`config.mk`:
```
export PLATFORM = sky130hd
export DESIGN_NAME = ppd_mac
export DESIGN_NICKNAME = d
export VERILOG_FILES = /design/src/design/point_polyline_distance_macros.svh /design/src/design/ppd_pkg.sv /design/src/design/ppd_mac.sv
export SDC_FILE = /design/constraint.sdc
export NUM_CORES = 2
export LEC_CHECK = 0
export BUFFER_PORTS_ARGS = -buffer_cell sky130_fd_sc_hd__buf_2
export CAP_MARGIN = 20
export CORE_MARGIN = 5
export CORE_UTILIZATION = 50
export CTS_CLUSTER_DIAMETER = 150
export DETAILED_ROUTE_END_ITERATION = 12
export MAX_ROUTING_LAYER = met4
export PLACE_DENSITY_LB_ADDON = 0.05
export SETUP_SLACK_MARGIN = 0.05
export SYNTH_ARGS = -nofsm -noshare
export SYNTH_HDL_FRONTEND = slang
export SYNTH_SLANG_ARGS = --single-unit
export TNS_END_PERCENT = 5
```
`constraint.sdc`:
```
create_clock -name clk -period 6.9 [get_ports clk]
set_input_delay 0 -clock clk [delete_from_list [all_inputs] [get_ports clk]]
set_output_delay 0 -clock clk [all_outputs]
set_load 0.02 [all_outputs]
```
`src/design/point_polyline_distance_macros.svh`:
```
// Assertion macros for the point-to-polyline distance block.
`ifndef POINT_POLYLINE_DISTANCE_MACROS_SVH
`define POINT_POLYLINE_DISTANCE_MACROS_SVH

`ifndef SYNTHESIS

// Same-cycle implication, checked on every rising edge out of reset
`define PPD_ASSERT_NOW(lbl, ante, cons) \
    lbl: assert property (@(posedge clk) disable iff (!rst_n) (ante) |-> (cons)) \
        else $error("ppd assertion failed");

// Next-cycle implication, checked on every rising edge out of reset
`define PPD_ASSERT_NEXT(lbl, ante, cons) \
    lbl: assert property (@(posedge clk) disable iff (!rst_n) (ante) |=> (cons)) \
        else $error("ppd assertion failed");

`else

`define PPD_ASSERT_NOW(lbl, ante, cons)
`define PPD_ASSERT_NEXT(lbl, ante, cons)

`endif

`endif

```
`src/design/ppd_pkg.sv`:
```
// Shared constants, types and codes of the point-to-polyline distance block.
`default_nettype none

package ppd_pkg;

    localparam int MAX_POINTS = 1024;
    localparam int ADDR_W     = $clog2(MAX_POINTS);
    localparam int CNT_W      = $clog2(MAX_POINTS + 1);

    localparam int COORD_W = 24;
    localparam int DIFF_W  = COORD_W + 1;
    localparam int OPND_W  = DIFF_W + 1;
    localparam int PROD_W  = 2 * OPND_W;
    localparam int SQ_W    = 2 * DIFF_W;
    localparam int DOT_W   = SQ_W + 1;
    localparam int NUM_W   = 2 * SQ_W;
    localparam int ACC_W   = NUM_W + 2;
    localparam int DIST_W  = SQ_W / 2;
    localparam int VTX_W   = 3 * COORD_W;

    localparam logic [1:0] ACT_CLEAR  = 2'd0;
    localparam logic [1:0] ACT_APPEND = 2'd1;
    localparam logic [1:0] ACT_QUERY  = 2'd2;

    typedef logic signed [COORD_W-1:0] coord_t;
    typedef logic signed [DIFF_W-1:0]  diff_t;

    // Destination of a finished sum of products
    typedef enum logic [3:0] {
        DST_DD,
        DST_DOT0,
        DST_DOT1,
        DST_WW,
        DST_VV,
        DST_C0,
        DST_C1,
        DST_C2,
        DST_N
    } dest_t;

    // Left shift applied to a product before it is accumulated
    typedef enum logic [1:0] {
        SH_0,
        SH_26,
        SH_50
    } shift_t;

    typedef struct packed {
        logic                     issue;
        logic signed [OPND_W-1:0] a;
        logic signed [OPND_W-1:0] b;
        logic                     neg;
        shift_t                   shift;
        logic                     last;
        dest_t                    dest;
    } mac_op_t;

    typedef struct packed {
        logic                    valid;
        dest_t                   dest;
        logic signed [ACC_W-1:0] value;
    } mac_res_t;

endpackage

`default_nettype wire

```
`src/design/ppd_mac.sv`:
```
// Shared multiply-accumulate unit: one registered 26x26 product per cycle.
`default_nettype none

module ppd_mac (
    input  wire logic             clk,
    input  wire logic             rst_n,
    input  wire ppd_pkg::mac_op_t op,
    output ppd_pkg::mac_res_t     res
);
    import ppd_pkg::*;

    logic signed [PROD_W-1:0] prod_reg;
    logic                     tag_valid_reg;
    logic                     tag_neg_reg;
    shift_t                   tag_shift_reg;
    logic                     tag_last_reg;
    dest_t                    tag_dest_reg;
    logic signed [ACC_W-1:0]  acc_reg;
    logic signed [ACC_W-1:0]  acc_next;
    logic signed [ACC_W-1:0]  ext;
    logic signed [ACC_W-1:0]  term;
    logic signed [ACC_W-1:0]  sum;

    // Register the product and the tag that travels with it
    always_ff @(posedge clk or negedge rst_n)
    begin
        if (!rst_n)
        begin
            tag_valid_reg <= 1'b0;
        end
        else
        begin
            tag_valid_reg <= op.issue;
        end
    end

    always_ff @(posedge clk)
    begin
        prod_reg      <= op.a * op.b;
        tag_neg_reg   <= op.neg;
        tag_shift_reg <= op.shift;
        tag_last_reg  <= op.last;
        tag_dest_reg  <= op.dest;
    end

    // Align, sign and add the registered product
    always_comb
    begin
        ext = ACC_W'(prod_reg);
        case (tag_shift_reg)
            SH_0:    term = ext;
            SH_26:   term = ext <<< 26;
            SH_50:   term = ext <<< 50;
            default: term = ext;
        endcase
        if (tag_neg_reg)
        begin
            term = -term;
        end
        sum = acc_reg + term;
        acc_next = acc_reg;
        if (tag_valid_reg)
        begin
            acc_next = tag_last_reg ? '0 : sum;
        end
    end

    always_ff @(posedge clk or negedge rst_n)
    begin
        if (!rst_n)
        begin
            acc_reg <= '0;
        end
        else
        begin
            acc_reg <= acc_next;
        end
    end

    // Hand out the sum when the last term of a group lands
    assign res.valid = tag_valid_reg && tag_last_reg;
    assign res.dest  = tag_dest_reg;
    assign res.value = sum;

endmodule

`default_nettype wire

```
After elaboration in Yosys (flattened, before gate mapping)

Index checks and enable logic that the tools add are counted.
W data, S select, Z words.

Register bits: 163
Input bits: 63
Logic and storage cells: 16

$add $sub $neg: 2
Multiply operators: 1
Eq/ne operators: 2
Multiplexer cells: 3
Reductions and logical operators: 1

Operator list:

| operator             | count |
|---|---|
| $mux W102            | 2 |
| $pmux W101 S2        | 1 |
| $add A102 B102 Y102  | 1 |
| $neg A102 Y102       | 1 |
| $mul A26 B26 Y52     | 1 |
| $eq A2 B1 Y1 const B | 1 |
| $eq A2 B2 Y1 const B | 1 |
| $logic_and A1 B1 Y1  | 1 |

Logic depth before layout (Yosys ltp)

Word-level depth: 6
Mapped depth: 35
Gate-level depth less buffers: 27

Worst setup path before layout

OpenSTA, ideal clock, no wires.

Kind: input to register
From: in op[10] in the netlist's numbering
To: reg prod_reg[50]
Library setup time: 0.072 ns
Arrival time: 7.026 ns
Required time: 6.828 ns
Slack: -0.197 ns
Cell stages on the path: 28
Buffers on the path: 3
Cells stage by stage: clkbuf_1 -> clkbuf_1 -> nand2_1 -> fa_1 -> inv_1 -> fa_1 -> inv_1 -> fa_1 -> fa_1 -> inv_1 -> fa_1 -> fa_1 -> inv_1 -> fa_1 -> inv_1 -> ha_1 -> clkbuf_1 -> inv_1 -> nor3_1 -> nand2_1 -> a2111oi_0 -> nor2_1 -> a311oi_1 -> a31oi_1 -> a21oi_1 -> a31oi_1 -> o21ai_0 -> xor2_1

Word-level cells in the longest chain between the ends: 1

Ends and longest elaborated chain:

| element              | RTL line      | source |
|---|---|---|
| from (decl)          | ppd_mac.sv:7  | `input wire ppd_pkg::mac_op_t op,` |
| $mul A26 B26 Y52     | ppd_mac.sv:39 | `prod_reg <= op.a * op.b;` |
| to (signal assigned) | ppd_mac.sv:39 |  |
| to (decl)            | ppd_mac.sv:12 | `logic signed [PROD_W-1:0] prod_reg;` |

Every way passes these cells.
A chain may end at the register's enable or synchronous reset.

==> impl_results.md <==
- Synth top area share: 0.359
- Fin. Hold Viols: 0
- Die X-Extent: 291 um
- Port bufs: 169
- Critical Path End Type: primary output
- Min-Delay Path Class: in -> async
- Unrepaired setup endpoints after global routing: true
- CTS H-tree lvls: 4
- Multi-input gate area: 32400 um2
- Total track usage: 0.302
- Fin Hold WS: 0.0984 ns
- Number of global-route vias before repair: 34300
- Mapped Cells: 4642
- WL/cell: 21.2 um
- GP Congestion: 0.959
- Global-route wire length before repair: 199000 um
- Skew final: 0.0219 ns
- Ys Warns: 0
- Overflow left after global routing: 0
- Io pins: 170
- Critical Path RT: 6.90 ns
- Worst Path Max Fanout: 8
- CP startpoint kind: register
- Die Span Y: 291 um
- Syn Std Cell Area: 39600 um2
- Slew margin rel.: 0.400
- Sequential standard cell area: 3780 um2
- Placed cell areas: 43000 um2
- Period utilisation layout: 0.966
- CP delay by family, top: simple AND/OR/NAND/NOR gates
- Slew @ Worst Pin: 0.898 ns
- Fmax achieved: 0.150 GHz
- Insertion delay to the later sink of the worst-skew pair: 0.48 ns
- DPL Wire Length: 107000 um
- TritonCTS Buffers: 17
- Final net count: 5897
- Min cycle time layout: 6.66 ns
- Drc violations: 0
- Cell mode on critical path: buf_4
- Die area: 84900 um2
- Initial DRC count: 2454
- Vias post-DR: 33500
- Clock Tree Buf Depth: 2
- Crit path kind: reg -> out
- CP Buf/Inv Count: 7
- #FFs+latches synth: 163
- Status: complete, no violations
- Core ar.: 78700 um2
- Synth Flop Type: dfrtp_1
- Number of flip-flops in the largest register: 102
- Routed Antenna Nets: 0
- Most common cell in the netlist: inv_1
- Yosys top cell by area: fa_1
- Post-synth EDFFs: 0
- Fraction of layout cells with a size suffix above 1: 0.121
- Final Slew Violations: 0
- CP peak stage delay: 0.53 ns
- Post-Syn Area per Cell: 8.53 um2
- FILL cells: 7429
- Syn Nets: 5666
- Largest net degree at the start of global routing: 68
- Final WL: 126000 um
- Max-capacitance violation count: 0
- Final Setup Violations: 0
- Post-synth ARST share: 0.632
- Initial antenna violation count: 1
- Clock sinks: 163
- Fin area: 44200 um2
- Root Driver: clkbuf_16
- Row cnt: 103
- 1st-pass router iterations: 7
- Unique masters post-synth: 76
- Number of vias per cell: 5.65
- Starting density of the core: 0.503
- CTS tree: built
- Seq/Total Area, Yosys: 0.0954
- Area delta synth->final: 11.6%
- Synth top area cells: fa_1 (36%), ha_1 (7.9%), inv_1 (7.2%)
- Clock Pin Slew Worst Setup and Hold Paths: 0.08 ns
- Slowest cell on crit path: or4b_4
- Worst EP arrival: 6.66 ns
- Most frequent cells after synthesis: inv_1 (759), fa_1 (711), nand2_1 (589), and2_1 (304), ha_1 (250)
## layout by cell type (no fill, tap or decap), types with 22 or more instances in the layout
master / instances
o21bai_1: 42
and2_1: 304
inv_1: 759
fa_1: 711
o31ai_1: 32
buf_4: 284
a221oi_1: 22
o21a_1: 28
a21o_1: 70
nand4_1: 54
nand2_1: 588
buf_2: 163
a22o_1: 102
nand2b_1: 23
nor3_1: 41
dfrtp_1: 103
ha_1: 244
xnor2_1: 156
dfxtp_1: 57
xor2_1: 75
a211oi_1: 23
a21oi_1: 234
nand3_1: 36
nor2_1: 184
o21ai_0: 168
## routing by layer
layer	global-route usage	part of all wire	vias to the layer above
li1	-	-	15400
met5	-	0	-
met1	0.422	0.45	16800
met4	0.0855	0.033	0
met3	0.0295	0.055	182
met2	0.477	0.46	1181
## cells by family (layout without fill, tap and decap cells)
family / Yosys count / in the layout / synth area share
and+or+nand+nor: 1370 / 1370 / 0.167
AOI/OAI and AO/OA: 891 / 891 / 0.149
xor gates and xnor gates: 237 / 237 / 0.0524
DFF: 163 / 163 / 0.0954
adders and majority gates: 961 / 961 / 0.438
muxes: 3 / 3 / 0.000790
buffers and inverters: 1017 / 1261 / 0.0967
other: 0 / 1 / 0
## timing repair
item / in CTS / in global routing
hold endpoints to repair: 52 / 0
cloned: 0 / 1
resized for setup: 10 / 76
pin swaps: 2 / 23
setup buffers: 1 / 10
hold buffers: 10 / 0
setup endpoints to repair: 13 / 32
## area by class of cell
| class | count | share of cell area |
|---|---|---|
| Antenna cell | 1 | 0.0000566 |
| Clock buffer | 20 | 0.0113 |
| Clock inverter | 12 | 0.00277 |
| Inverter | 760 | 0.0646 |
| Multi-Input combinational cell | 3462 | 0.732 |
| Sequential cell | 163 | 0.0857 |
| Tap cell | 1050 | 0.0297 |
| Timing Repair Buffer | 469 | 0.0737 |
## worst paths after layout
kind / from / end / slack (ns) / cells past startpoint
setup / recovery: tag_shift_reg[0]$_DFF_P_ / res[90] / 0.24 / 25
max in group asynchronous: rst_n / acc_reg[89]$_DFFE_PN0P_ / 5.54 / 3
min in group clk: op[34] / prod_reg[0]$_DFF_P_ / 0.13 / 3
setup reg to reg: tag_shift_reg[0]$_DFF_P_ / acc_reg[90]$_DFFE_PN0P_ / 0.68 / 25
hold reg to reg: acc_reg[72]$_DFFE_PN0P_ / acc_reg[72]$_DFFE_PN0P_ / 0.52 / 1
hold / removal: rst_n / acc_reg[18]$_DFFE_PN0P_ / 0.1 / 2
## stage by stage
step	instances	setup slack, ns	util	setup TNS [ns]
after global placement	5882	-0.0504	0.546	-0.0854
after floorplan	4642	-0.0190	-	-0.0240
final	5937	0.235	0.561	0
after global routing	5937	-0.102	0.561	-0.102
after detailed placement	5882	-0.141	0.546	-0.453
after CTS	5925	-0.0221	0.556	-0.0221
Power is not shown: default switching activity piles up to over one toggle a cycle in this logic, so the estimate is an artifact.
