`config.mk`:
```
export PLATFORM = sky130hd
export DESIGN_NAME = ppd_div
export DESIGN_NICKNAME = d
export VERILOG_FILES = /design/src/design/point_polyline_distance_macros.svh /design/src/design/ppd_pkg.sv /design/src/design/ppd_div.sv
export SDC_FILE = /design/constraint.sdc
export NUM_CORES = 1
export LEC_CHECK = 0
export BUFFER_PORTS_ARGS = -buffer_cell sky130_fd_sc_hd__buf_2
export CAP_MARGIN = 20
export CORE_MARGIN = 2
export CORE_UTILIZATION = 50
export CTS_CLUSTER_DIAMETER = 80
export DETAILED_ROUTE_END_ITERATION = 12
export PLACE_DENSITY = 0.73
export SYNTH_ARGS = -nofsm -noshare
export SYNTH_HDL_FRONTEND = slang
export SYNTH_SLANG_ARGS = --single-unit
```
`constraint.sdc`:
```
create_clock -name clk -period 6.85 [get_ports clk]
set_input_delay 0.3425 -clock clk [delete_from_list [all_inputs] [get_ports clk]]
set_output_delay 0.3425 -clock clk [all_outputs]
set_load 0.05 [all_outputs]
```
`src/design/point_polyline_distance_macros.svh`:
```
// Assertion macros for the point-to-polyline distance block.
`ifndef POINT_POLYLINE_DISTANCE_MACROS_SVH
`define POINT_POLYLINE_DISTANCE_MACROS_SVH

`ifndef SYNTHESIS

// Same-cycle implication, checked on every rising edge out of reset
`define PPD_ASSERT_NOW(lbl, ante, cons) \
    lbl: assert property (@(posedge clk) disable iff (!rst_n) (ante) |-> (cons)) \
        else $error("ppd assertion failed");

// Next-cycle implication, checked on every rising edge out of reset
`define PPD_ASSERT_NEXT(lbl, ante, cons) \
    lbl: assert property (@(posedge clk) disable iff (!rst_n) (ante) |=> (cons)) \
        else $error("ppd assertion failed");

`else

`define PPD_ASSERT_NOW(lbl, ante, cons)
`define PPD_ASSERT_NEXT(lbl, ante, cons)

`endif

`endif

```
`src/design/ppd_pkg.sv`:
```
// Shared constants, types and codes of the point-to-polyline distance block.
`default_nettype none

package ppd_pkg;

    localparam int MAX_POINTS = 1024;
    localparam int ADDR_W     = $clog2(MAX_POINTS);
    localparam int CNT_W      = $clog2(MAX_POINTS + 1);

    localparam int COORD_W = 24;
    localparam int DIFF_W  = COORD_W + 1;
    localparam int OPND_W  = DIFF_W + 1;
    localparam int PROD_W  = 2 * OPND_W;
    localparam int SQ_W    = 2 * DIFF_W;
    localparam int DOT_W   = SQ_W + 1;
    localparam int NUM_W   = 2 * SQ_W;
    localparam int ACC_W   = NUM_W + 2;
    localparam int DIST_W  = SQ_W / 2;
    localparam int VTX_W   = 3 * COORD_W;

    localparam logic [1:0] ACT_CLEAR  = 2'd0;
    localparam logic [1:0] ACT_APPEND = 2'd1;
    localparam logic [1:0] ACT_QUERY  = 2'd2;

    typedef logic signed [COORD_W-1:0] coord_t;
    typedef logic signed [DIFF_W-1:0]  diff_t;

    // Destination of a finished sum of products
    typedef enum logic [3:0] {
        DST_DD,
        DST_DOT0,
        DST_DOT1,
        DST_WW,
        DST_VV,
        DST_C0,
        DST_C1,
        DST_C2,
        DST_N
    } dest_t;

    // Left shift applied to a product before it is accumulated
    typedef enum logic [1:0] {
        SH_0,
        SH_26,
        SH_50
    } shift_t;

    typedef struct packed {
        logic                     issue;
        logic signed [OPND_W-1:0] a;
        logic signed [OPND_W-1:0] b;
        logic                     neg;
        shift_t                   shift;
        logic                     last;
        dest_t                    dest;
    } mac_op_t;

    typedef struct packed {
        logic                    valid;
        dest_t                   dest;
        logic signed [ACC_W-1:0] value;
    } mac_res_t;

endpackage

`default_nettype wire

```
`src/design/ppd_div.sv`:
```
// Restoring divider, one quotient bit per cycle, for the perpendicular distance.
`default_nettype none

module ppd_div (
    input  wire logic                        clk,
    input  wire logic                        rst_n,
    input  wire logic                        start,
    input  wire logic [ppd_pkg::NUM_W-1:0]   num,
    input  wire logic [ppd_pkg::SQ_W-1:0]    den,
    output logic                             busy,
    output logic [ppd_pkg::SQ_W-1:0]         quo
);
    import ppd_pkg::*;

    localparam int CNT_DW = $clog2(SQ_W);

    logic [SQ_W-1:0]   rem_reg;
    logic [SQ_W-1:0]   low_reg;
    logic [SQ_W-1:0]   den_reg;
    logic [CNT_DW-1:0] cnt_reg;
    logic              busy_reg;
    logic [SQ_W:0]     sh;
    logic [SQ_W:0]     diff;
    logic              ge;

    // Shift in one dividend bit and try the subtraction
    always_comb
    begin
        sh   = {rem_reg, low_reg[SQ_W-1]};
        ge   = sh >= {1'b0, den_reg};
        diff = sh - {1'b0, den_reg};
    end

    always_ff @(posedge clk or negedge rst_n)
    begin
        if (!rst_n)
        begin
            busy_reg <= 1'b0;
            cnt_reg  <= '0;
        end
        else if (start)
        begin
            busy_reg <= 1'b1;
            cnt_reg  <= CNT_DW'(SQ_W - 1);
        end
        else if (busy_reg)
        begin
            cnt_reg <= cnt_reg - 1'b1;
            if (cnt_reg == '0)
            begin
                busy_reg <= 1'b0;
            end
        end
    end

    // The quotient never reaches 2^SQ_W, so the upper half seeds the remainder
    always_ff @(posedge clk)
    begin
        if (start)
        begin
            rem_reg <= num[NUM_W-1:SQ_W];
            low_reg <= num[SQ_W-1:0];
            den_reg <= den;
        end
        else if (busy_reg)
        begin
            rem_reg <= ge ? diff[SQ_W-1:0] : sh[SQ_W-1:0];
            low_reg <= {low_reg[SQ_W-2:0], ge};
        end
    end

    assign busy = busy_reg;
    assign quo  = low_reg;

endmodule

`default_nettype wire

```
Word-level counts from Yosys, hierarchy flattened
Cells that the tools add are included.
{ "totals": {"regBits": 157, "inputBits": 153, "out_inout_bits": 51, "word_cells": 20} }
{ "classes": {"n_addsub": 2, "n_lt_le_gt_ge": 1, "n_mux": 10, "reduce_logical": 2} }
{ "op_table": {"columns": ["cell", "n"], "rows": [
  ["two-way mux 50 bit", 5],
  [">= comparator 51 x 50 -> 1 bit", 1],
  ["subtractor 50 bit", 1],
  ["two-way mux 6 bit", 2],
  ["logical NOT 6 bit", 1],
  ["subtractor 6 x 1 -> 6 bit (second input constant)", 1],
  ["two-way mux 1 bit", 3],
  ["nonzero test 2 bit", 1]
]} }

Logic depth before layout (Yosys ltp)
Gate-level depths: netlist (run 1).
{ "depth": {"depth_word": 4, "ltp_mapped": 14, "mapped_depth_nobuf": 13} }

Least setup slack after synthesis (run 1)
Ideal clock, no wire load.
{ "synth_path": {"path_kind": "register to register", "start": "register low_reg[49], in the netlist quo[49]", "end": "register rem_reg[46], data pin", "setup_ns": 0.255, "arrival_time_ns": 3.165, "t_required_ns": 6.595, "slack_ns": 3.430, "path_stages_with_launch": 14, "n_path_buf": 0, "period_less_slack_ns": 3.420, "path_cell_list": "edfxtp_1 inv_1 ha_1 inv_1 fa_1 a21o_1 a221oi_4 o41ai_2 nor4b_2 nor2_2 a31oi_4 o22ai_1 or4_1 and3_1"} }
{ "synth_between": {"elab_chain_cells": 4, "word_cells_on_any_way": 5, "classes_between": "1 x add/sub; 1 x order compare; 3 x mux"} }
{ "synth_rtl": {"columns": ["item", "line", "text"], "rows": [
  ["start, declared", "ppd_div.sv:18", "logic [SQ_W-1:0] low_reg;"],
  ["start signal, assigned", "ppd_div.sv:62", "low_reg <= num[SQ_W-1:0];"],
  ["start signal, assigned", "ppd_div.sv:68", "low_reg <= {low_reg[SQ_W-2:0], ge};"],
  ["subtractor 50 bit / >= comparator 51 x 50 -> 1 bit (equally long branches)", "ppd_div.sv:31, ppd_div.sv:30", null],
  ["two-way mux 50 bit *", "ppd_div.sv:67", "rem_reg <= ge ? diff[SQ_W-1:0] : sh[SQ_W-1:0];"],
  ["two-way mux 50 bit *", "ppd_div.sv:65", "else if (busy_reg)"],
  ["two-way mux 50 bit *", "ppd_div.sv:59", "if (start)"],
  ["end signal, assigned", "ppd_div.sv:61", "rem_reg <= num[NUM_W-1:SQ_W];"],
  ["end signal, assigned", "ppd_div.sv:67", null],
  ["end, declared", "ppd_div.sv:17", "logic [SQ_W-1:0] rem_reg;"]
]} }
Mark *: on every way between the ends. The rest lies on a longest branch, timed or not. The select of a mux whose other input is x is not followed.
A chain may end at the register's enable or synchronous reset.

Worst setup path in the final report (run 1)
{ "layout_path": {"start": "register rem_reg[43]", "end": "register rem_reg[35], data pin"} }
{ "layout_between": {"elab_chain_cells": 4} }
{ "layout_rtl": {"columns": ["item", "line", "text"], "rows": [
  [">= comparator 51 x 50 -> 1 bit", "ppd_div.sv:30", "ge = sh >= {1'b0, den_reg};"],
  ["two-way mux 50 bit", "ppd_div.sv:67", null],
  ["two-way mux 50 bit", "ppd_div.sv:65", null],
  ["two-way mux 50 bit", "ppd_div.sv:59", null]
]} }
Every way passes these cells. The select of a mux whose other input is x is not followed.

==> metrics.yaml, run 1 <==
route:
  drc: 0
  ant_nets: 0
  vias_per_cell: 5.70
  wl_mm: 25.2
  drtIter0Drc: 545
  drt_pass1_iterations: 5
  wl_per_cell_um: 18.1
  vias: 7902
placement:
  io_buffers: 203
  place_congestion: 0.893
  dp_hpwl_mm: 18.2
  placed_cells: 1353
setup_path:
  critPathTopFamily: "compound AO/OA/AOI/OAI gates"
  critical_path_cell_count: 10
  worstSetupPathType: "register to register"
  start_kind: "register"
  worstPathRequired_ns: 7.03
  critical_path.endpoint_type: "register"
  slowest_stage: "a31oi_4"
  worstPathArrival_ns: 4.15
  path_cells: "ha_1 -> a21o_1 -> a21o_1 -> a21oi_1 -> o22a_1 -> nand4_1 -> a31oi_4 -> buf_4 -> nor2_2 -> a221o_1"
  rr_worst_depth: 10
  cp_common_cell: "a21o_1"
  max_stage_delay_ns: 0.84
  path_buf_inv: 1
  path_max_fanout: 36
sta:
  worst_pin_slew_ns: 1.01
  maxSlewHeadroom: 0.327
  min_period_ns: 3.97
  fmax_mhz: 252
  fin_setup_tns_ns: 0
  rsz0062_at_grt: "no"
  final_max_slew_viol_count: 0
  setup_viol_count_final: 0
  finalHoldViolations: 0
  period_share: 0.580
  fin_skew_ns: 0.0139
floorplan:
  die_area_um2: 20800
  coreArea_um2: 19400
  ios: 204
  die_x_um: 144
  die-height_um: 144
  rows: 51
  initial_core_util: 0.507
yosys:
  ys_top_cells_by_area: "edfxtp_1 46%, mux2_2 6.6%, ha_1 6.6%"
  syn_area_um2: 9840
  synthCells: 929
  synthArstFlopShare: 0.0446
  yosysTopAreaCellShare: 0.458
  synth-compound-area-share: 0.187
  synth_cell_types: 76
  yosysWarnings: 0
  synth_top_family_by_area: "compound AO/OA/AOI/OAI gates"
  synthSimpleGateAreaFrac: 0.111
  syn_avg_cell_area_um2: 10.6
  synth-seq-area-share: 0.475
  yosys.area_share.xor_xnor: 0.0374
  synth_nets: 1135
  yosys.area.top_type: "edfxtp_1"
  synth_mux_area_frac: 0.0694
  synthAdderAreaFrac: 0.0681
  synth_edf_count: 150
  synth_top_flop_cell: "edfxtp_1"
  yosys_register_bits: 157
grt:
  grtUsageTotal: 0.244
  grt_first_pass_wirelength_mm: 39.4
  gr-total-overflow: 0
  grt_max_degree: 111
  grt_pass1_vias: 7754
  antenna_found_initial: 2
clock_network:
  insertion_delay_ns: 0.43
  cts_tree: "built"
  clock_path_buffers: 2
  clk_pin_slew_ns: 0.07
  cts_root_buf: "clkbuf_16"
  cts_buffers: 17
  cts_resized: 0
  cts.sinks: 157
  h-tree-depth: 4
status:
  status: "complete, no violations"
final_layout:
  num-fill-cells: 1693
  fin_util: 0.601
  syn_to_final_growth_pct: 18.4
  layout.cells.non_filler: 1387
  fin_nets: 1314
  drive_gt1_frac: 0.287
min_path:
  hold_depth: 1
  hold_path_class: "primary input to register"
power:
  p_total_mw: 5.02
  ir_drop_mv: 0.184
  p_per_area_nw_per_um2: 430
  leakagePower_nw: 4.94
run:
  maxCapViolCount: 0
-- cell usage after synthesis (4+ instances only) --
cell type and count:
mux2_2 58, and3_1 11, nor4_1 9, inv_1 75, nand4_1 17, o211ai_1 4, a31oi_1 8, o21ai_1 19
o31ai_1 5, nor3_1 14, a21oi_1 93, buf_2 11, dfrtp_1 7, a21o_1 22, a2bb2oi_1 5, and2_1 4
o21bai_1 8, ha_1 52, and4_1 5, a211oi_1 15, xor2_1 18, nor2_1 56, o21a_1 20, nand2b_1 6
xnor2_1 24, nand3_1 16, edfxtp_1 150, clkbuf_1 28, a211oi_2 4, nand2_1 59, or3_1 4, o21ai_0 40
-- per-layer routing --
layer | vias to the layer above | wire length [um] | share of wire | global-route usage
li1 | 3817 | - | - | -
met3 | 34 | 2030 | 0.081 | 0.0672
met5 | - | 11 | 0.00044 | 0
met2 | 321 | 12000 | 0.48 | 0.406
met4 | 2 | 363 | 0.014 | 0.0695
met1 | 3728 | 10700 | 0.43 | 0.315
-- path summary, 6_finish.rpt --
path	slack [ns]	start	end
min in group asynchronous	0.27	rst_n	cnt_reg[3]
setup / recovery	2.88	rem_reg[43]	rem_reg[35]
max in group asynchronous	6.43	rst_n	cnt_reg[1]
hold / removal	0.08	den[40]	den_reg[40]
hold reg to reg	0.57	cnt_reg[4]	cnt_reg[4]
setup reg to reg	2.88	rem_reg[43]	rem_reg[35]
-- power by group --
| part | total [mW] | leakage, nW | switching (mW) | internal, mW |
|---|---|---|---|---|
| Combinational | 2.52 | 3.01 | 1.54 | 0.985 |
| Clock | 1.03 | 0.306 | 0.436 | 0.590 |
| Sequential | 1.47 | 1.62 | 0.132 | 1.33 |
| Total | 5.02 | 4.94 | 2.11 | 2.91 |
-- logic make-up (layout without fill, tap and decap cells) --
group | after synthesis | after routing
AO/OA/AOI/OAI | 274 | 274
AND/OR/NAND/NOR | 219 | 219
flip-flops | 157 | 157
buffers and inverters | 123 | 315
multiplexers | 61 | 61
adder cells (fa/ha/maj) | 53 | 53
XOR/XNOR | 42 | 42
other | 0 | 1
-- repair_timing --
| item | in CTS | in global routing |
|---|---|---|
| setup endpoints to repair | 0 | 0 |
| setup buffers | 0 | 0 |
| hold buffers | 1 | 0 |
| hold endpoints to repair | 7 | 0 |
-- final cells by class --
cell class	count	area, um2	area share
Sequential cell	157	4680	0.401
Multi-Input combinational cell	649	4680	0.401
Timing Repair Buffer	208	1060	0.0911
Clock buffer	18	429	0.0368
Tap cell	265	332	0.0284
Inverter	75	282	0.0241
Clock inverter	14	194	0.0166
Antenna cell	1	2.50	0.000215
-- placed cells by master, fill, tap and decap left out, drive strengths merged, types with 4 or more instances in the layout --
cell type and instances:
a221oi 5, nor4 10, ha 52, o21ai 59
and2 5, nand4 17, o31ai 6, buf 207
and4 5, o211ai 4, nand2 60, a21o 22
edfxtp 150, a21oi 94, a211oi 19, nand3 16
a2bb2oi 5, dfrtp 7, clkbuf 18, a31oi 10
and3 11, mux2 58, xnor2 24, nor3 14
xor2 18, nor2 58, inv 84, nand2b 6
o21a 21, or3 5, o21bai 8
-- metrics by stage --
step	setup WS (ns)	cell area, um2	hold WS [ns]
3_5_place_dp	2.94	11000	0.187
4_1_cts	2.90	11700	0.0642
3_3_place_gp	3.02	11000	0.184
6_report	2.88	11700	0.0786
5_1_grt	2.61	11700	0.0647
2_1_floorplan	3.43	9840	0.0469
(Power assumes the default switching activity.)
==> run 2, diff against run 1 <==
--- a/config.mk
+++ b/config.mk
@@ -11,7 +11,7 @@
 export CORE_UTILIZATION = 50
 export CTS_CLUSTER_DIAMETER = 80
 export DETAILED_ROUTE_END_ITERATION = 12
-export PLACE_DENSITY = 0.73
+export PLACE_DENSITY = 0.76
 export SYNTH_ARGS = -nofsm -noshare
 export SYNTH_HDL_FRONTEND = slang
 export SYNTH_SLANG_ARGS = --single-unit
==> constraint.sdc (replaced) <==
create_clock -name clk -period 3.6 [get_ports clk]
set_input_delay 0.18 -clock clk [delete_from_list [all_inputs] [get_ports clk]]
set_output_delay 0.18 -clock clk [all_outputs]
set_load 0.05 [all_outputs]
==> metrics.yaml, run 2 (synthesized netlist as in run 1, its figures left out) <==
grt:
  grtUsageTotal: 0.254  # +0.00965
  grt_max_degree: 66  # -41%
  grt_first_pass_wirelength_mm: 40.9  # +3.8%
  gr-total-overflow: 0  # unchanged
  grt_pass1_vias: 8030  # +3.6%
  antenna_found_initial: 2  # unchanged
power:
  p_seq_frac: 0.289  # -0.003
  ir_drop_mv: 0.420  # +130%
  switchingPower_mw: 4.15  # +97%
  p_total_mw: 9.67  # +93%
  pwr-share-comb: 0.524  # +0.021
  p_int_mw: 5.52  # +90%
  leakagePower_nw: 5.23  # +6.0%
  p_per_area_nw_per_um2: 786  # +83%
  pwr-share-clk: 0.187  # -0.018
  switching_share: 0.429  # +0.00924
setup_path:
  path_cells: "inv_1 -> ha_1 -> inv_1 -> fa_1 -> a21o_1 -> a221oi_4 -> o41ai_2 -> nor4b_2 -> buf_4 -> nor2_2 -> a31oi_4 -> o22ai_1 -> or4_1 -> and3_1"
  worstPathRequired_ns: 3.80  # -3.23 ns
  worstSetupPathType: "register to register"
  path_max_fanout: 5  # -86%
  worstPathArrival_ns: 3.60  # -0.55 ns
  max_stage_delay_ns: 0.40  # -0.44 ns
  cp_common_cell: "inv_1"
  critical_path.endpoint_type: "register"
  slowest_stage: "edfxtp_1"
  start_kind: "register"
final_layout:
  seq_area_um2: 4680  # unchanged
  fin_nets: 1382  # +5.2%
  num_antenna_cells: 0  # -1
  multi_input_area_um2: 4680  # +0.13%
  layout.cells.non_filler: 1454  # +4.8%
  layout_common_cells: "202 x buf_2, 150 x edfxtp_1, 93 x a21oi_1, 75 x inv_1, 59 x nand2_1"
  final_common_cell: "buf_2"
  syn_to_final_growth_pct: 25.1
  drive_gt1_frac: 0.288  # +0.000393
  num-fill-cells: 1642  # -3.0%
route:
  drtIter0Drc: 547  # +0.37%
  vias_per_cell: 5.60  # -1.7%
  drt_pass1_iterations: 5  # unchanged
  wl_per_cell_um: 18.2  # +0.22%
  drc: 0  # unchanged
  vias: 8142  # +3.0%
  ant_nets: 0  # unchanged
  wl_mm: 26.4  # +5.1%
clock_network:
  clk_pin_slew_ns: 0.08  # about the same
  clock_path_buffers: 2  # unchanged
  cts_tree: "built"
  cts.sinks: 157  # unchanged
  cts_root_buf: "clkbuf_16"
  h-tree-depth: 4  # unchanged
  cts_buffers: 17  # unchanged
  insertion_delay_ns: 0.45  # +0.02 ns
sta:
  fin_setup_tns_ns: 0  # unchanged
  maxSlewHeadroom: 0.473  # +0.146
  worst_pin_slew_ns: 0.790  # -0.219 ns
  min_period_ns: 3.39  # -0.576 ns
  fin_skew_ns: 0.0199  # +0.00591 ns
  fmax_mhz: 295  # +17%
  period_share: 0.943  # +0.363
  rsz0062_at_grt: "no"
  setup_viol_count_final: 0  # unchanged
  final_max_slew_viol_count: 0  # unchanged
  finalHoldViolations: 0  # unchanged
min_path:
  hold_path_class: "primary input to register"
placement:
  dp_hpwl_mm: 18.8  # +3.2%
  io_buffers: 203  # unchanged
  place_congestion: 0.904  # +1.3%
  placed_cells: 1369  # +1.2%
floorplan:
  coreArea_um2: 19400  # unchanged
  ios: 204  # unchanged
  die_x_um: 144  # unchanged
  die_area_um2: 20800  # unchanged
  die-height_um: 144  # unchanged
  rows: 51  # unchanged
  initial_core_util: 0.507  # unchanged
status:
  status: "complete, no violations"
run:
  maxCapViolCount: 0  # unchanged
run 2: cell types whose count changed in the layout (fill, tap and decap cells not counted), moves of 2 or more:
cell           change
clkinv_8           +6
buf_12             +3
dlygate4sd3_1     +50
buf_4             +15
bufinv_16          -3
clkinv_4           +2
inv_8              -3
run 2: final timing paths:
| check | from | endpoint | slack, ns | depth (start not counted) |
|---|---|---|---|---|
| hold reg to reg | cnt_reg[4] | cnt_reg[4] | 0.57 | 2 |
| min in group asynchronous | rst_n | cnt_reg[5] | 0.10 | 2 |
| setup reg to reg | quo[49] | rem_reg[46] | 0.21 | 14 |
| setup / recovery | quo[49] | rem_reg[46] | 0.21 | 14 |
| max in group asynchronous | rst_n | cnt_reg[4] | 3.35 | 2 |
| hold / removal | num[75] | rem_reg[25] | 0.02 | 2 |
run 2: metrics by stage:
| stage | hold slack (ns) | area, um2 | util | worst slack (ns) |
|---|---|---|---|---|
| finish | 0.0237 | 12300 | 0.635 | 0.206 |
| floorplan | -0.116 | 9840 | - | 0.180 |
| CTS | 0.00953 | 12300 | 0.634 | 0.0762 |
| detailed placement | 0.0230 | 11200 | 0.576 | 0.0963 |
| global route | 0.0172 | 12300 | 0.635 | 0.00871 |
| global placement | 0.0206 | 11200 | 0.576 | 0.178 |
run 2: critical path: cells and delay by family (launching register included):
family	cells	cell delay [ns]
buffers and inverters	3	0.30
AO/OA/AOI/OAI	5	1.02
adder cells (fa/ha/maj)	2	0.56
flip-flops	1	0.40
AND/OR/NAND/NOR	4	0.87
run 2: repair_timing:
action / 4_1_cts / 5_1_grt
hold buffers: 51 / 0
gates resized for setup: 0 / 2
setup buffers: 0 / 2
endpoints found under the setup margin: 0 / 5
hold endpoints to repair: 57 / 0
run 2: layout make-up:
type / count / area share
Clock inverter: 15 / 0.0143
Clock buffer: 17 / 0.0345
Inverter: 75 / 0.0229
Multi-Input combinational cell: 649 / 0.380
Timing Repair Buffer: 276 / 0.141
Tap cell: 265 / 0.0269
Sequential cell: 157 / 0.380
run 2: power by group through the flow:
stage | clock [mW] | combinational (mW) | sequential (mW)
detailed placement | 0 | 4.91 | 2.81
global route | 1.91 | 5.55 | 2.84
global placement | 0 | 4.85 | 2.80
CTS | 1.84 | 5.00 | 2.78
finish | 1.81 | 5.07 | 2.79
floorplan | 0 | 3.56 | 2.97
run 2: per-layer routing:
layer,part of all wire,up-vias,wire length [um],GRT usage
met2,0.48,266,12700,0.421
met1,0.44,3892,11700,0.334
li1,-,3954,-,-
met3,0.059,28,1560,0.0649
met5,0.00049,-,13,0
met4,0.017,2,440,0.0664
