## config.mk

```make
export PLATFORM = sky130hd
export DESIGN_NAME = ppd_sqrt
export DESIGN_NICKNAME = d
export VERILOG_FILES = /design/src/design/point_polyline_distance_macros.svh /design/src/design/ppd_pkg.sv /design/src/design/ppd_sqrt.sv
export SDC_FILE = /design/constraint.sdc
export NUM_CORES = 1
export LEC_CHECK = 0
export BUFFER_PORTS_ARGS = -buffer_cell sky130_fd_sc_hd__buf_2
export CORE_AREA = 3 3 113 115
export DETAILED_ROUTE_END_ITERATION = 6
export DIE_AREA = 0 0 116 118
export PLACE_DENSITY = 0.73
export REMOVE_ABC_BUFFERS = 1
export SLEW_MARGIN = 30
export SYNTH_ARGS = -nofsm -noshare
export SYNTH_HDL_FRONTEND = slang
export SYNTH_SLANG_ARGS = --single-unit
```

## constraint.sdc

```tcl
create_clock -name clk -period 2.2 [get_ports clk]
set_input_delay 0.33 -clock clk [delete_from_list [all_inputs] [get_ports clk]]
set_output_delay 0.33 -clock clk [all_outputs]
set_load 0.05 [all_outputs]
```

## src/design/point_polyline_distance_macros.svh

```systemverilog
// Assertion macros for the point-to-polyline distance block.
`ifndef POINT_POLYLINE_DISTANCE_MACROS_SVH
`define POINT_POLYLINE_DISTANCE_MACROS_SVH

`ifndef SYNTHESIS

// Same-cycle implication, checked on every rising edge out of reset
`define PPD_ASSERT_NOW(lbl, ante, cons) \
    lbl: assert property (@(posedge clk) disable iff (!rst_n) (ante) |-> (cons)) \
        else $error("ppd assertion failed");

// Next-cycle implication, checked on every rising edge out of reset
`define PPD_ASSERT_NEXT(lbl, ante, cons) \
    lbl: assert property (@(posedge clk) disable iff (!rst_n) (ante) |=> (cons)) \
        else $error("ppd assertion failed");

`else

`define PPD_ASSERT_NOW(lbl, ante, cons)
`define PPD_ASSERT_NEXT(lbl, ante, cons)

`endif

`endif

```

## src/design/ppd_pkg.sv

```systemverilog
// Shared constants, types and codes of the point-to-polyline distance block.
`default_nettype none

package ppd_pkg;

    localparam int MAX_POINTS = 1024;
    localparam int ADDR_W     = $clog2(MAX_POINTS);
    localparam int CNT_W      = $clog2(MAX_POINTS + 1);

    localparam int COORD_W = 24;
    localparam int DIFF_W  = COORD_W + 1;
    localparam int OPND_W  = DIFF_W + 1;
    localparam int PROD_W  = 2 * OPND_W;
    localparam int SQ_W    = 2 * DIFF_W;
    localparam int DOT_W   = SQ_W + 1;
    localparam int NUM_W   = 2 * SQ_W;
    localparam int ACC_W   = NUM_W + 2;
    localparam int DIST_W  = SQ_W / 2;
    localparam int VTX_W   = 3 * COORD_W;

    localparam logic [1:0] ACT_CLEAR  = 2'd0;
    localparam logic [1:0] ACT_APPEND = 2'd1;
    localparam logic [1:0] ACT_QUERY  = 2'd2;

    typedef logic signed [COORD_W-1:0] coord_t;
    typedef logic signed [DIFF_W-1:0]  diff_t;

    // Destination of a finished sum of products
    typedef enum logic [3:0] {
        DST_DD,
        DST_DOT0,
        DST_DOT1,
        DST_WW,
        DST_VV,
        DST_C0,
        DST_C1,
        DST_C2,
        DST_N
    } dest_t;

    // Left shift applied to a product before it is accumulated
    typedef enum logic [1:0] {
        SH_0,
        SH_26,
        SH_50
    } shift_t;

    typedef struct packed {
        logic                     issue;
        logic signed [OPND_W-1:0] a;
        logic signed [OPND_W-1:0] b;
        logic                     neg;
        shift_t                   shift;
        logic                     last;
        dest_t                    dest;
    } mac_op_t;

    typedef struct packed {
        logic                    valid;
        dest_t                   dest;
        logic signed [ACC_W-1:0] value;
    } mac_res_t;

endpackage

`default_nettype wire

```

## src/design/ppd_sqrt.sv

```systemverilog
// Digit-by-digit integer square root, one result bit per cycle.
`default_nettype none

module ppd_sqrt (
    input  wire logic                       clk,
    input  wire logic                       rst_n,
    input  wire logic                       start,
    input  wire logic [ppd_pkg::SQ_W-1:0]   x,
    output logic                            busy,
    output logic [ppd_pkg::DIST_W-1:0]      root
);
    import ppd_pkg::*;

    localparam int REM_W  = DIST_W + 3;
    localparam int CNT_SW = $clog2(DIST_W);

    logic [SQ_W-1:0]   x_reg;
    logic [REM_W-1:0]  rem_reg;
    logic [DIST_W-1:0] root_reg;
    logic [CNT_SW-1:0] cnt_reg;
    logic              busy_reg;
    logic [REM_W-1:0]  sh;
    logic [REM_W-1:0]  trial;
    logic              ge;

    // Bring down two bits and test root*4+1
    always_comb
    begin
        sh    = {rem_reg[REM_W-3:0], x_reg[SQ_W-1:SQ_W-2]};
        trial = REM_W'({root_reg, 2'b01});
        ge    = sh >= trial;
    end

    always_ff @(posedge clk or negedge rst_n)
    begin
        if (!rst_n)
        begin
            busy_reg <= 1'b0;
            cnt_reg  <= '0;
        end
        else if (start)
        begin
            busy_reg <= 1'b1;
            cnt_reg  <= CNT_SW'(DIST_W - 1);
        end
        else if (busy_reg)
        begin
            cnt_reg <= cnt_reg - 1'b1;
            if (cnt_reg == '0)
            begin
                busy_reg <= 1'b0;
            end
        end
    end

    always_ff @(posedge clk)
    begin
        if (start)
        begin
            x_reg    <= x;
            rem_reg  <= '0;
            root_reg <= '0;
        end
        else if (busy_reg)
        begin
            x_reg    <= {x_reg[SQ_W-3:0], 2'b00};
            rem_reg  <= ge ? (sh - trial) : sh;
            root_reg <= {root_reg[DIST_W-2:0], ge};
        end
    end

    assign busy = busy_reg;
    assign root = root_reg;

endmodule

`default_nettype wire

```

After elaboration in Yosys (flattened, before gate mapping)
Cells that the tools add are included.
{"block": "classes", "mux": 8, "add_sub_neg": 2, "reduce_logical": 2, "order_cmp": 1}
{"operator": "$mux 50", "n": 2}
{"operator": "$ge 28x27->1", "n": 1}
{"operator": "$mux 26", "n": 1}
{"operator": "$sub 26x26->26", "n": 1}
{"operator": "$mux 5", "n": 2}
{"operator": "$logic_not 5->1", "n": 1}
{"operator": "$sub 5x1->5 const B", "n": 1}
{"operator": "$mux 1", "n": 3}
{"operator": "$reduce_bool 2->1", "n": 1}
{"block": "totals", "wordCells": 18, "output_inout_bits": 26, "regBits": 107, "input_bits": 53}

Logic depth before layout (Yosys ltp)
Gate-level depths: netlist (run 1).
{"block": "depth", "depth_word": 4, "mapped_depth": 13, "ltp_nobuf": 10}

Worst setup path before layout (run 1)
Ideal clock, no wire load.
{"block": "synth_path", "kind": "reg2reg", "from": "register root_reg[4], in the netlist root[4]", "to": "register rem_reg[12]", "n_path_buf": 3, "t_required_ns": 2.063, "slack_ns": -0.572, "arrival_time_ns": 2.635, "setup_ns": 0.137, "path_stages_with_launch": 14, "period_less_slack_ns": 2.772, "cell_sequence": "dfxtp_1 > inv_1 > ha_1 > buf_4 > nand4_1 > a211oi_2 > o21bai_2 > a311oi_4 > o21ai_2 > nand3_2 > buf_8 > buf_12 > mux2i_1 > a211oi_1"}
{"block": "synth_via", "elab_chain_cells": 2, "word_cells_on_any_way": 3, "cone_classes": "add/sub (1); order compare (1); mux (1)"}
{"element": "from (decl)", "line_no": "ppd_sqrt.sv:19", "rtl": "logic [DIST_W-1:0] root_reg;"}
{"element": "from (signal assigned)", "line_no": "ppd_sqrt.sv:68", "rtl": "root_reg <= {root_reg[DIST_W-2:0], ge};"}
{"element": "$sub 26x26->26 or $ge 28x27->1 (tied branches)", "line_no": "ppd_sqrt.sv:67, ppd_sqrt.sv:31"}
{"element": "$mux 26 *", "line_no": "ppd_sqrt.sv:67", "rtl": "rem_reg <= ge ? (sh - trial) : sh;"}
{"element": "to (signal assigned)", "line_no": "ppd_sqrt.sv:67"}
{"element": "to (decl)", "line_no": "ppd_sqrt.sv:18", "rtl": "logic [REM_W-1:0] rem_reg;"}
Mark *: on every way between the ends. The rest lies on a longest branch, timed or not.
A chain may end at the register's enable or synchronous reset.

Final worst setup path (run 1)
{"block": "layout_path", "from": "register root_reg[1], in the netlist root[1]", "to": "register rem_reg[25]"}
Same word-level chain as after synthesis.

==> results of run 1 <==
==> critical path, stage by stage, from the launching register on <==
cell and delay [ns]:
sky130_fd_sc_hd__dfxtp_2 0.34, sky130_fd_sc_hd__inv_1 0.06, sky130_fd_sc_hd__ha_4 0.29, sky130_fd_sc_hd__o211ai_1 0.11, sky130_fd_sc_hd__o21a_1 0.23, sky130_fd_sc_hd__a211oi_4 0.35
sky130_fd_sc_hd__o2111ai_1 0.23, sky130_fd_sc_hd__a31oi_1 0.26, sky130_fd_sc_hd__xor2_1 0.18, sky130_fd_sc_hd__mux2i_1 0.09, sky130_fd_sc_hd__a211oi_1 0.19
==> cell type report <==
cell class / count / area share [%]
Multi-Input combinational cell: 391 / 42.4
Sequential cell: 107 / 33.5
Timing Repair Buffer: 192 / 16.5
Clock buffer: 9 / 2.81
Tap cell: 147 / 2.29
Inverter: 37 / 1.73
Clock inverter: 7 / 0.734
==> report_power, final <==
part           leakage [nW]  switching, mW  internal (mW)
combinational          2.45           3.13           3.51
clock                 0.139          0.764          0.788
sequential             1.02          0.233           2.43
total                  3.61           4.12           6.73
==> layer usage <==
layer  routed length, µm  track usage (%)
met5                   0                0
met3                 661             5.14
met2                7200             35.0
met1                5810             24.3
met4                 238             6.96
==> cells by family after synthesis <==
kind of cell,synth area share [%]
buffers and inverters,4.94
adder cells (fa/ha/maj),6.12
AND/OR/NAND/NOR,10.4
multiplexers,17.7
flip-flops,45.1
XOR/XNOR,3.84
AO/OA/AOI/OAI,11.9
==> stage by stage <==
step	setup WS [ns]	power [mW]
6_report	-0.229	10.9
5_1_grt	-0.337	11.5
3_5_place_dp	-0.241	7.65
2_1_floorplan	-1.70	5.97
3_3_place_gp	-0.192	7.55
4_1_cts	-0.202	10.3
==> cell usage after synthesis (all sizes together) (2+ instances only) <==
cell type	count	share of area [%]
nand2	22	1.4
o21bai	6	0.82
nand3b	3	0.38
nor3b	2	0.25
o211ai	4	0.51
a21oi	25	2.1
ha	29	6.1
dfxtp	51	17
dfrtp	6	2.5
nand3	10	0.93
o21ai	15	1.3
a211oi	26	3.5
a21o	5	0.63
a311oi	3	0.74
inv	37	2.3
mux2i	51	8.6
o2111ai	2	0.30
buf	8	1.1
mux2	48	9.1
nand2b	5	0.53
edfxtp	50	25
clkbuf	23	1.5
and2	3	0.32
nor3	8	0.68
a31oi	3	0.32
nor2	71	4.5
xor2	12	1.8
nand4	5	0.53
xnor2	14	2.1
o21a	4	0.51
o311ai	2	0.30
==> how the worst max path moves through the flow <==
stage                          endpoint  slack, ns  depth (start not counted)
6_report       rem_reg[25]$_SDFFE_PP0P_      -0.23                         10
5_1_grt         rem_reg[9]$_SDFFE_PP0P_      -0.34                         11
4_1_cts         rem_reg[1]$_SDFFE_PP0P_      -0.20                         12
3_5_place_dp    rem_reg[3]$_SDFFE_PP0P_      -0.24                         11
3_3_place_gp   rem_reg[15]$_SDFFE_PP0P_      -0.19                         10
2_1_floorplan    x_reg[0]$_SDFFCE_PN0P_      -1.70                          2
==> timing repair <==
item,4_1_cts,5_1_grt
endpoints found under the hold margin,6,0
pin swaps,38,28
gates cloned,2,0
setup endpoints to repair,27,27
gates resized for setup,53,38
hold buffers,1,0
setup buffers,9,7
==> flow_summary.toml, run 1 <==
[layout]
area.sequential_um2 = 2690
finish.cell_count_without_fillers = 890
largest_reg_flops = 50
antenna-diode-count = 0
layout_commonest_cell = "sky130_fd_sc_hd__buf_4"
area_growth_pct = 35.2
multi_input_gate_area_in_the_final_layout_um2 = 3400
final_core_util_pct = 67.3
post_route_cells_drive_above_1_share_pct = 45.0
final_cell_area_um2 = 8020
nets = 820
fillCellCount = 894
mostFrequentLayoutCells = "sky130_fd_sc_hd__buf_4, sky130_fd_sc_hd__buf_2, sky130_fd_sc_hd__nor2_1"

[clock_network]
clock-root-buffer = "sky130_fd_sc_hd__clkbuf_16"
cts_buffer_depth = 2
cts_max_level = 3
clk-insertion-delay-late_ns = 0.35
tritoncts_sink_count = 107
cts_buffers = 9
worst_setup_hold_path_clk_slew_ns = 0.08
tritoncts = "done"

[global_route]
grt_start_max_net_pins = 71
grt_antenna_before_repair = 0
grt_pass1_vias = 4817
grt_pass1_wl_um = 22500
global_route.overflow_total = 0
all_layer_global_routing_usage_pct = 20.3

[routing]
post_drt_via_cell_ratio = 5.37
drtIter0Drc = 212
wire_per_inst_um = 15.6
totalWireLength_um = 13900
drtPass1Iterations = 4
detail-route-antenna-nets = 0
drcViolationCount = 0
detailroute.via_count = 4779

[floorplanning]
floorplan.initialDensity_pct = 49.8
placement_rows = 40
core_area_um2 = 11900
fp.dieW_um = 116
floorplan.die_area_um2 = 13700
pin_count = 79
die_height_um = 118

[hold_path]
hold_start = "x[1]"
min_delay_path_depth = 2
hold_path.class = "in -> reg"
hold_end = "x_reg[1]$_SDFFCE_PN0P_"

[setup_path]
cp.arrival_ns = 2.70
worst-setup-path-type = "reg -> reg"
critPathLaunchType = "register"
ff2ff_path_depth = 10
timing.critical_path.from = "root[1]$_SDFFE_PP0P_"
worst_reg2reg_setup_slack_ns = -0.23
crit_required_ns = 2.47
setup.worst_path.end_class = "register"
rr_startpoint = "root[1]$_SDFFE_PP0P_"
crit_path_max_fanout = 4
timing.rr.end = "rem_reg[25]$_SDFFE_PP0P_"

[power_and_ir_drop]
power.density_cell_area_nw_per_um2 = 1350
leakage_nw = 3.61
power.ir.vdd_worst_mv = 0.756

[sta]
fmax_mhz = 412
fin_crit_sh_pct = 110
timing.final.setup_violations = 26
totalNegativeSetupSlack_ns = -4.26
relSlewSlack_pct = 73.0
final_critical_path_setup_slack_ns = -0.229
finalMaxSlewViolations = 0
worst_slew_pin_slew_ns = 0.401
worst_clock_skew_ns = 0.0112
final.hold.worst_slack_ns = 0.253
final_hold_viol_count = 0
final.min_clock_period_ns = 2.43
rsz0062_at_grt = "yes"

[yosys]
synthesis.instances = 566
ys_types = 54
synth_seq_cells = 107
ys_dominant_reg_cell = "sky130_fd_sc_hd__dfxtp_1"
avgSynthCellArea_um2 = 10.5
postSynth.asyncResetShare_pct = 5.61
number_of_enable_flip_flop_cells_after_synthesis = 50
ys_warn_count = 0
post_synth_instance_area_um2 = 5930
part_of_the_yosys_area_used_for_sequential_elements_pct = 45.1

[run_status]
outcome = "finished with violations"
failed_checks = "setup timing"

[placed_design]
finalWeightedCongestion = 0.887
port_buf_inserts = 78
place_hpwl_um = 9380
placement.cell_area_um2 = 7110
placed_cells = 857

[flow_run]
drv_cap = 0
Power figures use the tool's default switching activity.
==> inputs of run 2 (changes only) <==
--- a/config.mk
+++ b/config.mk
@@ -6,11 +6,12 @@
 export NUM_CORES = 1
 export LEC_CHECK = 0
 export BUFFER_PORTS_ARGS = -buffer_cell sky130_fd_sc_hd__buf_2
-export CORE_AREA = 3 3 113 115
+export CORE_AREA = 3 3 118 120
 export DETAILED_ROUTE_END_ITERATION = 6
-export DIE_AREA = 0 0 116 118
-export PLACE_DENSITY = 0.73
+export DIE_AREA = 0 0 121 123
+export PLACE_DENSITY = 0.68
 export REMOVE_ABC_BUFFERS = 1
+export SETUP_SLACK_MARGIN = 0.2
 export SLEW_MARGIN = 30
 export SYNTH_ARGS = -nofsm -noshare
 export SYNTH_HDL_FRONTEND = slang
==> constraint.sdc (replaced) <==
create_clock -name clk -period 2.2 [get_ports clk]
set_input_delay 0.33 -clock clk [delete_from_list [all_inputs] [get_ports clk]]
set_output_delay 0.33 -clock clk [all_outputs]
set_load 0.1 [all_outputs]
==> run 2 against run 1 <==
Net effect:
- the run still ends with setup timing left
- largest cell class unchanged
- die area up 8.7%
- fmax up 1.6%
- largest power group unchanged
- global-route usage down 0.14 points
- register-to-register slack better by 0.04 ns
- hold slack worse by 0.0028 ns
- critical path type unchanged
- utilization down 4.5 points
- via count up 1.6%
- design area up 2.5%
- critical path depth up 2
- routed wire length up 3.3%
==> flow_summary.toml, run 2 (synthesis results as in run 1) <==
[layout]
multi_input_gate_area_in_the_final_layout_um2 = 3330
layout_commonest_cell = "sky130_fd_sc_hd__buf_4"
finish.cell_count_without_fillers = 938
antenna-diode-count = 0
mostFrequentLayoutCells = "sky130_fd_sc_hd__buf_4, sky130_fd_sc_hd__buf_2, sky130_fd_sc_hd__nor2_1"
post_route_cells_drive_above_1_share_pct = 45.1
nets = 839
largest_reg_flops = 50
fillCellCount = 1041
area_growth_pct = 38.6
area.sequential_um2 = 2690

[setup_path]
critPathLaunchType = "register"
crit_path_max_fanout = 7
crit_required_ns = 2.47
worst-setup-path-type = "reg -> reg"
cp.arrival_ns = 2.66
setup.worst_path.end_class = "register"

[clock_network]
cts_buffer_depth = 2
tritoncts = "done"
cts_max_level = 3
clock-root-buffer = "sky130_fd_sc_hd__clkbuf_16"
clk-insertion-delay-late_ns = 0.36
cts_buffers = 9
tritoncts_sink_count = 107
worst_setup_hold_path_clk_slew_ns = 0.07

[routing]
totalWireLength_um = 14400
detail-route-antenna-nets = 0
detailroute.via_count = 4857
drtPass1Iterations = 4
post_drt_via_cell_ratio = 5.18
drtIter0Drc = 275
drcViolationCount = 0
wire_per_inst_um = 15.3

[sta]
final.min_clock_period_ns = 2.39
rsz0062_at_grt = "yes"
final.hold.worst_slack_ns = 0.250
fmax_mhz = 418
timing.final.setup_violations = 27
relSlewSlack_pct = 64.3
worst_clock_skew_ns = 0.0114
final_hold_viol_count = 0
final_critical_path_setup_slack_ns = -0.192
fin_crit_sh_pct = 109
worst_slew_pin_slew_ns = 0.533
finalMaxSlewViolations = 0

[floorplanning]
core_area_um2 = 13100
fp.dieW_um = 121
floorplan.initialDensity_pct = 45.3
floorplan.die_area_um2 = 14900
placement_rows = 42
pin_count = 79
die_height_um = 123

[run_status]
failed_checks = "setup timing"
outcome = "finished with violations"

[global_route]
global_route.overflow_total = 0
grt_pass1_vias = 5206
all_layer_global_routing_usage_pct = 20.1
grt_antenna_before_repair = 0
grt_start_max_net_pins = 34
grt_pass1_wl_um = 24000

[power_and_ir_drop]
power.ir.vdd_worst_mv = 0.720
leakage_nw = 3.73
power.density_cell_area_nw_per_um2 = 1400

[flow_run]
drv_cap = 0

[placed_design]
place_hpwl_um = 9850
port_buf_inserts = 78
placed_cells = 894
finalWeightedCongestion = 0.909

[hold_path]
hold_path.class = "in -> reg"
run 2: worst paths after layout:
check                                          from                       end  slack, ns  cells past startpoint
setup / recovery              root[15]$_SDFFE_PP0P_   rem_reg[3]$_SDFFE_PP0P_      -0.19                     12
hold / removal                                 x[1]    x_reg[1]$_SDFFCE_PN0P_       0.25                      2
setup reg to reg              root[15]$_SDFFE_PP0P_   rem_reg[3]$_SDFFE_PP0P_      -0.19                     12
hold reg to reg            rem_reg[24]$_SDFFE_PP0P_  rem_reg[24]$_SDFFE_PP0P_       0.50                      2
max in group asynchronous                     rst_n            busy$_DFF_PN0_       1.71                      2
min in group asynchronous                     rst_n    cnt_reg[2]$_DFFE_PN0P_       0.33                      2
run 2: area by class of cell:
cell class                      count  share of cell area, %
Clock buffer                        9                   2.74
Timing Repair Buffer              211                   18.3
Clock inverter                      7                   1.36
Tap cell                          176                   2.68
Inverter                           37                   1.69
Sequential cell                   107                   32.7
Multi-Input combinational cell    391                   40.6
run 2: worst max-delay path, cell delays in order, from the launching register on:
cell                       delay [ns]
sky130_fd_sc_hd__dfxtp_1         0.35
sky130_fd_sc_hd__inv_1           0.05
sky130_fd_sc_hd__ha_1            0.27
sky130_fd_sc_hd__nor3_4          0.23
sky130_fd_sc_hd__o221ai_4        0.13
sky130_fd_sc_hd__o311ai_2        0.10
sky130_fd_sc_hd__o211ai_1        0.18
sky130_fd_sc_hd__nand2b_1        0.17
sky130_fd_sc_hd__nand3_4         0.11
sky130_fd_sc_hd__buf_12          0.18
sky130_fd_sc_hd__buf_12          0.14
sky130_fd_sc_hd__mux2i_4         0.18
sky130_fd_sc_hd__a211oi_2        0.21
run 2: layer usage:
metal / vias to the layer above / routed length [µm] / part of all wire [%] / global-route usage, %
li1: 2417 / - / - / -
met1: 2302 / 5760 / 40 / 21.8
met2: 108 / 7520 / 52 / 37.2
met3: 30 / 769 / 5.4 / 6.50
met4: 0 / 325 / 2.3 / 6.73
met5: - / 0 / 0 / 0
run 2: through the flow:
| stage | setup slack (ns) | area (µm²) | utilization [%] | setup TNS (ns) | total power, mW |
|---|---|---|---|---|---|
| 2_1_floorplan | -2.04 | 5780 | - | -158.69 | 6.05 |
| 3_3_place_gp | -0.204 | 7230 | 55.2 | -3.87 | 7.77 |
| 3_5_place_dp | -0.318 | 7230 | 55.2 | -6.75 | 7.93 |
| 4_1_cts | -0.176 | 8030 | 61.3 | -3.74 | 10.9 |
| 5_1_grt | -0.338 | 8220 | 62.8 | -7.72 | 12.2 |
| 6_report | -0.192 | 8220 | 62.8 | -3.42 | 11.5 |
run 2: report_power, final:
group	internal, mW	switching, mW	leakage (nW)
registers	2.43	0.216	1.02
logic	3.76	3.25	2.54
clock network	1.03	0.793	0.166
run 2: what timing repair did:
item	CTS	global route
endpoints found under the hold margin	6	0
setup endpoints to repair	27	27
gates resized for setup	40	33
buffers inserted	22	3
gates cloned	2	0
pin swaps	42	17
hold buffers	1	0
==> inputs of run 3 (changes only) <==
--- a/config.mk
+++ b/config.mk
@@ -6,10 +6,10 @@
 export NUM_CORES = 1
 export LEC_CHECK = 0
 export BUFFER_PORTS_ARGS = -buffer_cell sky130_fd_sc_hd__buf_2
-export CORE_AREA = 3 3 118 120
+export CORE_AREA = 3 3 113 115
 export DETAILED_ROUTE_END_ITERATION = 6
-export DIE_AREA = 0 0 121 123
-export PLACE_DENSITY = 0.68
+export DIE_AREA = 0 0 116 118
+export PLACE_DENSITY = 0.73
 export REMOVE_ABC_BUFFERS = 1
 export SETUP_SLACK_MARGIN = 0.2
 export SLEW_MARGIN = 30
==> run 3 against run 2 <==
Net effect:
- the run still ends with setup timing left
- routed wire length fell by 4.6%
- first-iteration DRC count grew 1.8%
- count of clock-buffer cells in the layout unchanged
- design area shrank 2.7%
==> flow_summary.toml, run 3 (synthesis results as in run 1) <==
[setup_path]
setup.worst_path.end_class = "register"
critPathLaunchType = "register"
cp.arrival_ns = 2.62
crit_required_ns = 2.43
worst-setup-path-type = "reg -> reg"
crit_path_max_fanout = 8

[routing]
wire_per_inst_um = 15.4
drtIter0Drc = 280
post_drt_via_cell_ratio = 5.37
totalWireLength_um = 13700
drcViolationCount = 0
detailroute.via_count = 4787
drtPass1Iterations = 4
detail-route-antenna-nets = 0

[layout]
finish.cell_count_without_fillers = 891
final_core_util_pct = 67.1
largest_reg_flops = 50
fillCellCount = 936
antenna-diode-count = 0
layout_commonest_cell = "sky130_fd_sc_hd__buf_4"
post_route_cells_drive_above_1_share_pct = 43.5
mostFrequentLayoutCells = "sky130_fd_sc_hd__buf_4, sky130_fd_sc_hd__buf_2, sky130_fd_sc_hd__nor2_1"
area_growth_pct = 34.9
nets = 821

[sta]
final_hold_viol_count = 0
worst_clock_skew_ns = 0.00893
final.min_clock_period_ns = 2.39
relSlewSlack_pct = 66.9
fmax_mhz = 418
fin_crit_sh_pct = 109
totalNegativeSetupSlack_ns = -3.39
rsz0062_at_grt = "yes"
timing.final.setup_violations = 26
worst_slew_pin_slew_ns = 0.500
final_critical_path_setup_slack_ns = -0.191
finalMaxSlewViolations = 0

[global_route]
grt_pass1_wl_um = 22900
global_route.overflow_total = 0
all_layer_global_routing_usage_pct = 20.5
grt_antenna_before_repair = 0
grt_start_max_net_pins = 68
grt_pass1_vias = 4988

[clock_network]
cts_buffer_depth = 2
clock-root-buffer = "sky130_fd_sc_hd__clkbuf_16"
cts_buffers = 9
clk-insertion-delay-late_ns = 0.35
cts_max_level = 3
worst_setup_hold_path_clk_slew_ns = 0.08
tritoncts_sink_count = 107
tritoncts = "done"

[power_and_ir_drop]
power.density_cell_area_nw_per_um2 = 1370
power.ir.vdd_worst_mv = 0.712
leakage_nw = 3.63

[placed_design]
placed_cells = 856
finalWeightedCongestion = 0.847
place_hpwl_um = 9420
port_buf_inserts = 78

[flow_run]
drv_cap = 0

[floorplanning]
core_area_um2 = 11900
floorplan.die_area_um2 = 13700
placement_rows = 40
die_height_um = 118
floorplan.initialDensity_pct = 49.8
pin_count = 79
fp.dieW_um = 116

[hold_path]
hold_path.class = "in -> reg"

[run_status]
outcome = "finished with violations"
failed_checks = "setup timing"
==> run 3: changes by cell type in the layout (fill, tap and decap cells not counted), sizes merged <==
cell      change
inv           -3
clkinvlp      +1
clkinv        +1
bufinv        +1
buf          -18
==> run 3: report_power, final <==
part | internal (mW) | switching [mW] | total, mW
combinational | 3.39 | 3.05 | 6.43
sequential | 2.43 | 0.212 | 2.64
clock | 1.13 | 0.768 | 1.90
total | 6.95 | 4.03 | 11.0
==> run 3: path summary, 6_finish.rpt <==
check,from,end,slack (ns),cells past startpoint
hold reg to reg,rem_reg[24]$_SDFFE_PP0P_,rem_reg[24]$_SDFFE_PP0P_,0.51,2
max in group asynchronous,rst_n,busy$_DFF_PN0_,1.73,2
setup reg to reg,root[5]$_SDFFE_PP0P_,rem_reg[5]$_SDFFE_PP0P_,-0.19,11
hold / removal,x[1],x_reg[1]$_SDFFCE_PN0P_,0.25,2
min in group asynchronous,rst_n,cnt_reg[2]$_DFFE_PN0P_,0.31,2
setup / recovery,root[5]$_SDFFE_PP0P_,rem_reg[5]$_SDFFE_PP0P_,-0.19,11
==> run 3: layout make-up <==
cell class	instances	area, µm²	area share [%]
tap	147	184	2.30
sequential	107	2690	33.6
clock buffer	9	225	2.82
clock inverter	7	134	1.67
inverter	37	139	1.74
multi-input combinational	391	3300	41.2
timing repair buffer	193	1330	16.6
==> run 3: per-stage QoR <==
| step | power, mW | hold slack [ns] | setup WS [ns] | instance area [µm²] |
|---|---|---|---|---|
| floorplan | 6.05 | 0.0344 | -2.04 | 5780 |
| global placement | 7.71 | 0.155 | -0.238 | 7110 |
| detailed placement | 7.79 | 0.160 | -0.287 | 7110 |
| CTS | 10.5 | 0.240 | -0.221 | 7780 |
| global route | 11.7 | 0.256 | -0.331 | 8000 |
| finish | 11.0 | 0.252 | -0.191 | 8000 |
==> run 3: worst max-delay path, cell delays in order, from the launching register on <==
cell and delay [ns]:
sky130_fd_sc_hd__dfxtp_2 0.34, sky130_fd_sc_hd__inv_2 0.04, sky130_fd_sc_hd__ha_4 0.28, sky130_fd_sc_hd__nand4_1 0.17
sky130_fd_sc_hd__a211oi_4 0.25, sky130_fd_sc_hd__o21bai_2 0.12, sky130_fd_sc_hd__a311oi_4 0.29, sky130_fd_sc_hd__o21ai_2 0.11
sky130_fd_sc_hd__nand3_4 0.17, sky130_fd_sc_hd__buf_12 0.17, sky130_fd_sc_hd__mux2i_4 0.25, sky130_fd_sc_hd__a211oi_2 0.09
==> run 3: what timing repair did <==
action                                  in CTS  in global routing
resized for setup                           36                 34
endpoints found under the setup margin      27                 27
gates cloned                                 1                  0
hold buffers                                 1                  0
setup buffers                               10                  7
pin swaps                                   31                 20
hold endpoints to repair                     6                  0
==> run 3: routing by layer <==
| layer | global-route usage [%] | share of wire, % |
|---|---|---|
| met3 | 4.73 | 4.5 |
| met1 | 25.1 | 42 |
| met2 | 34.6 | 51 |
| met4 | 8.19 | 1.7 |
| met5 | 0 | 0 |
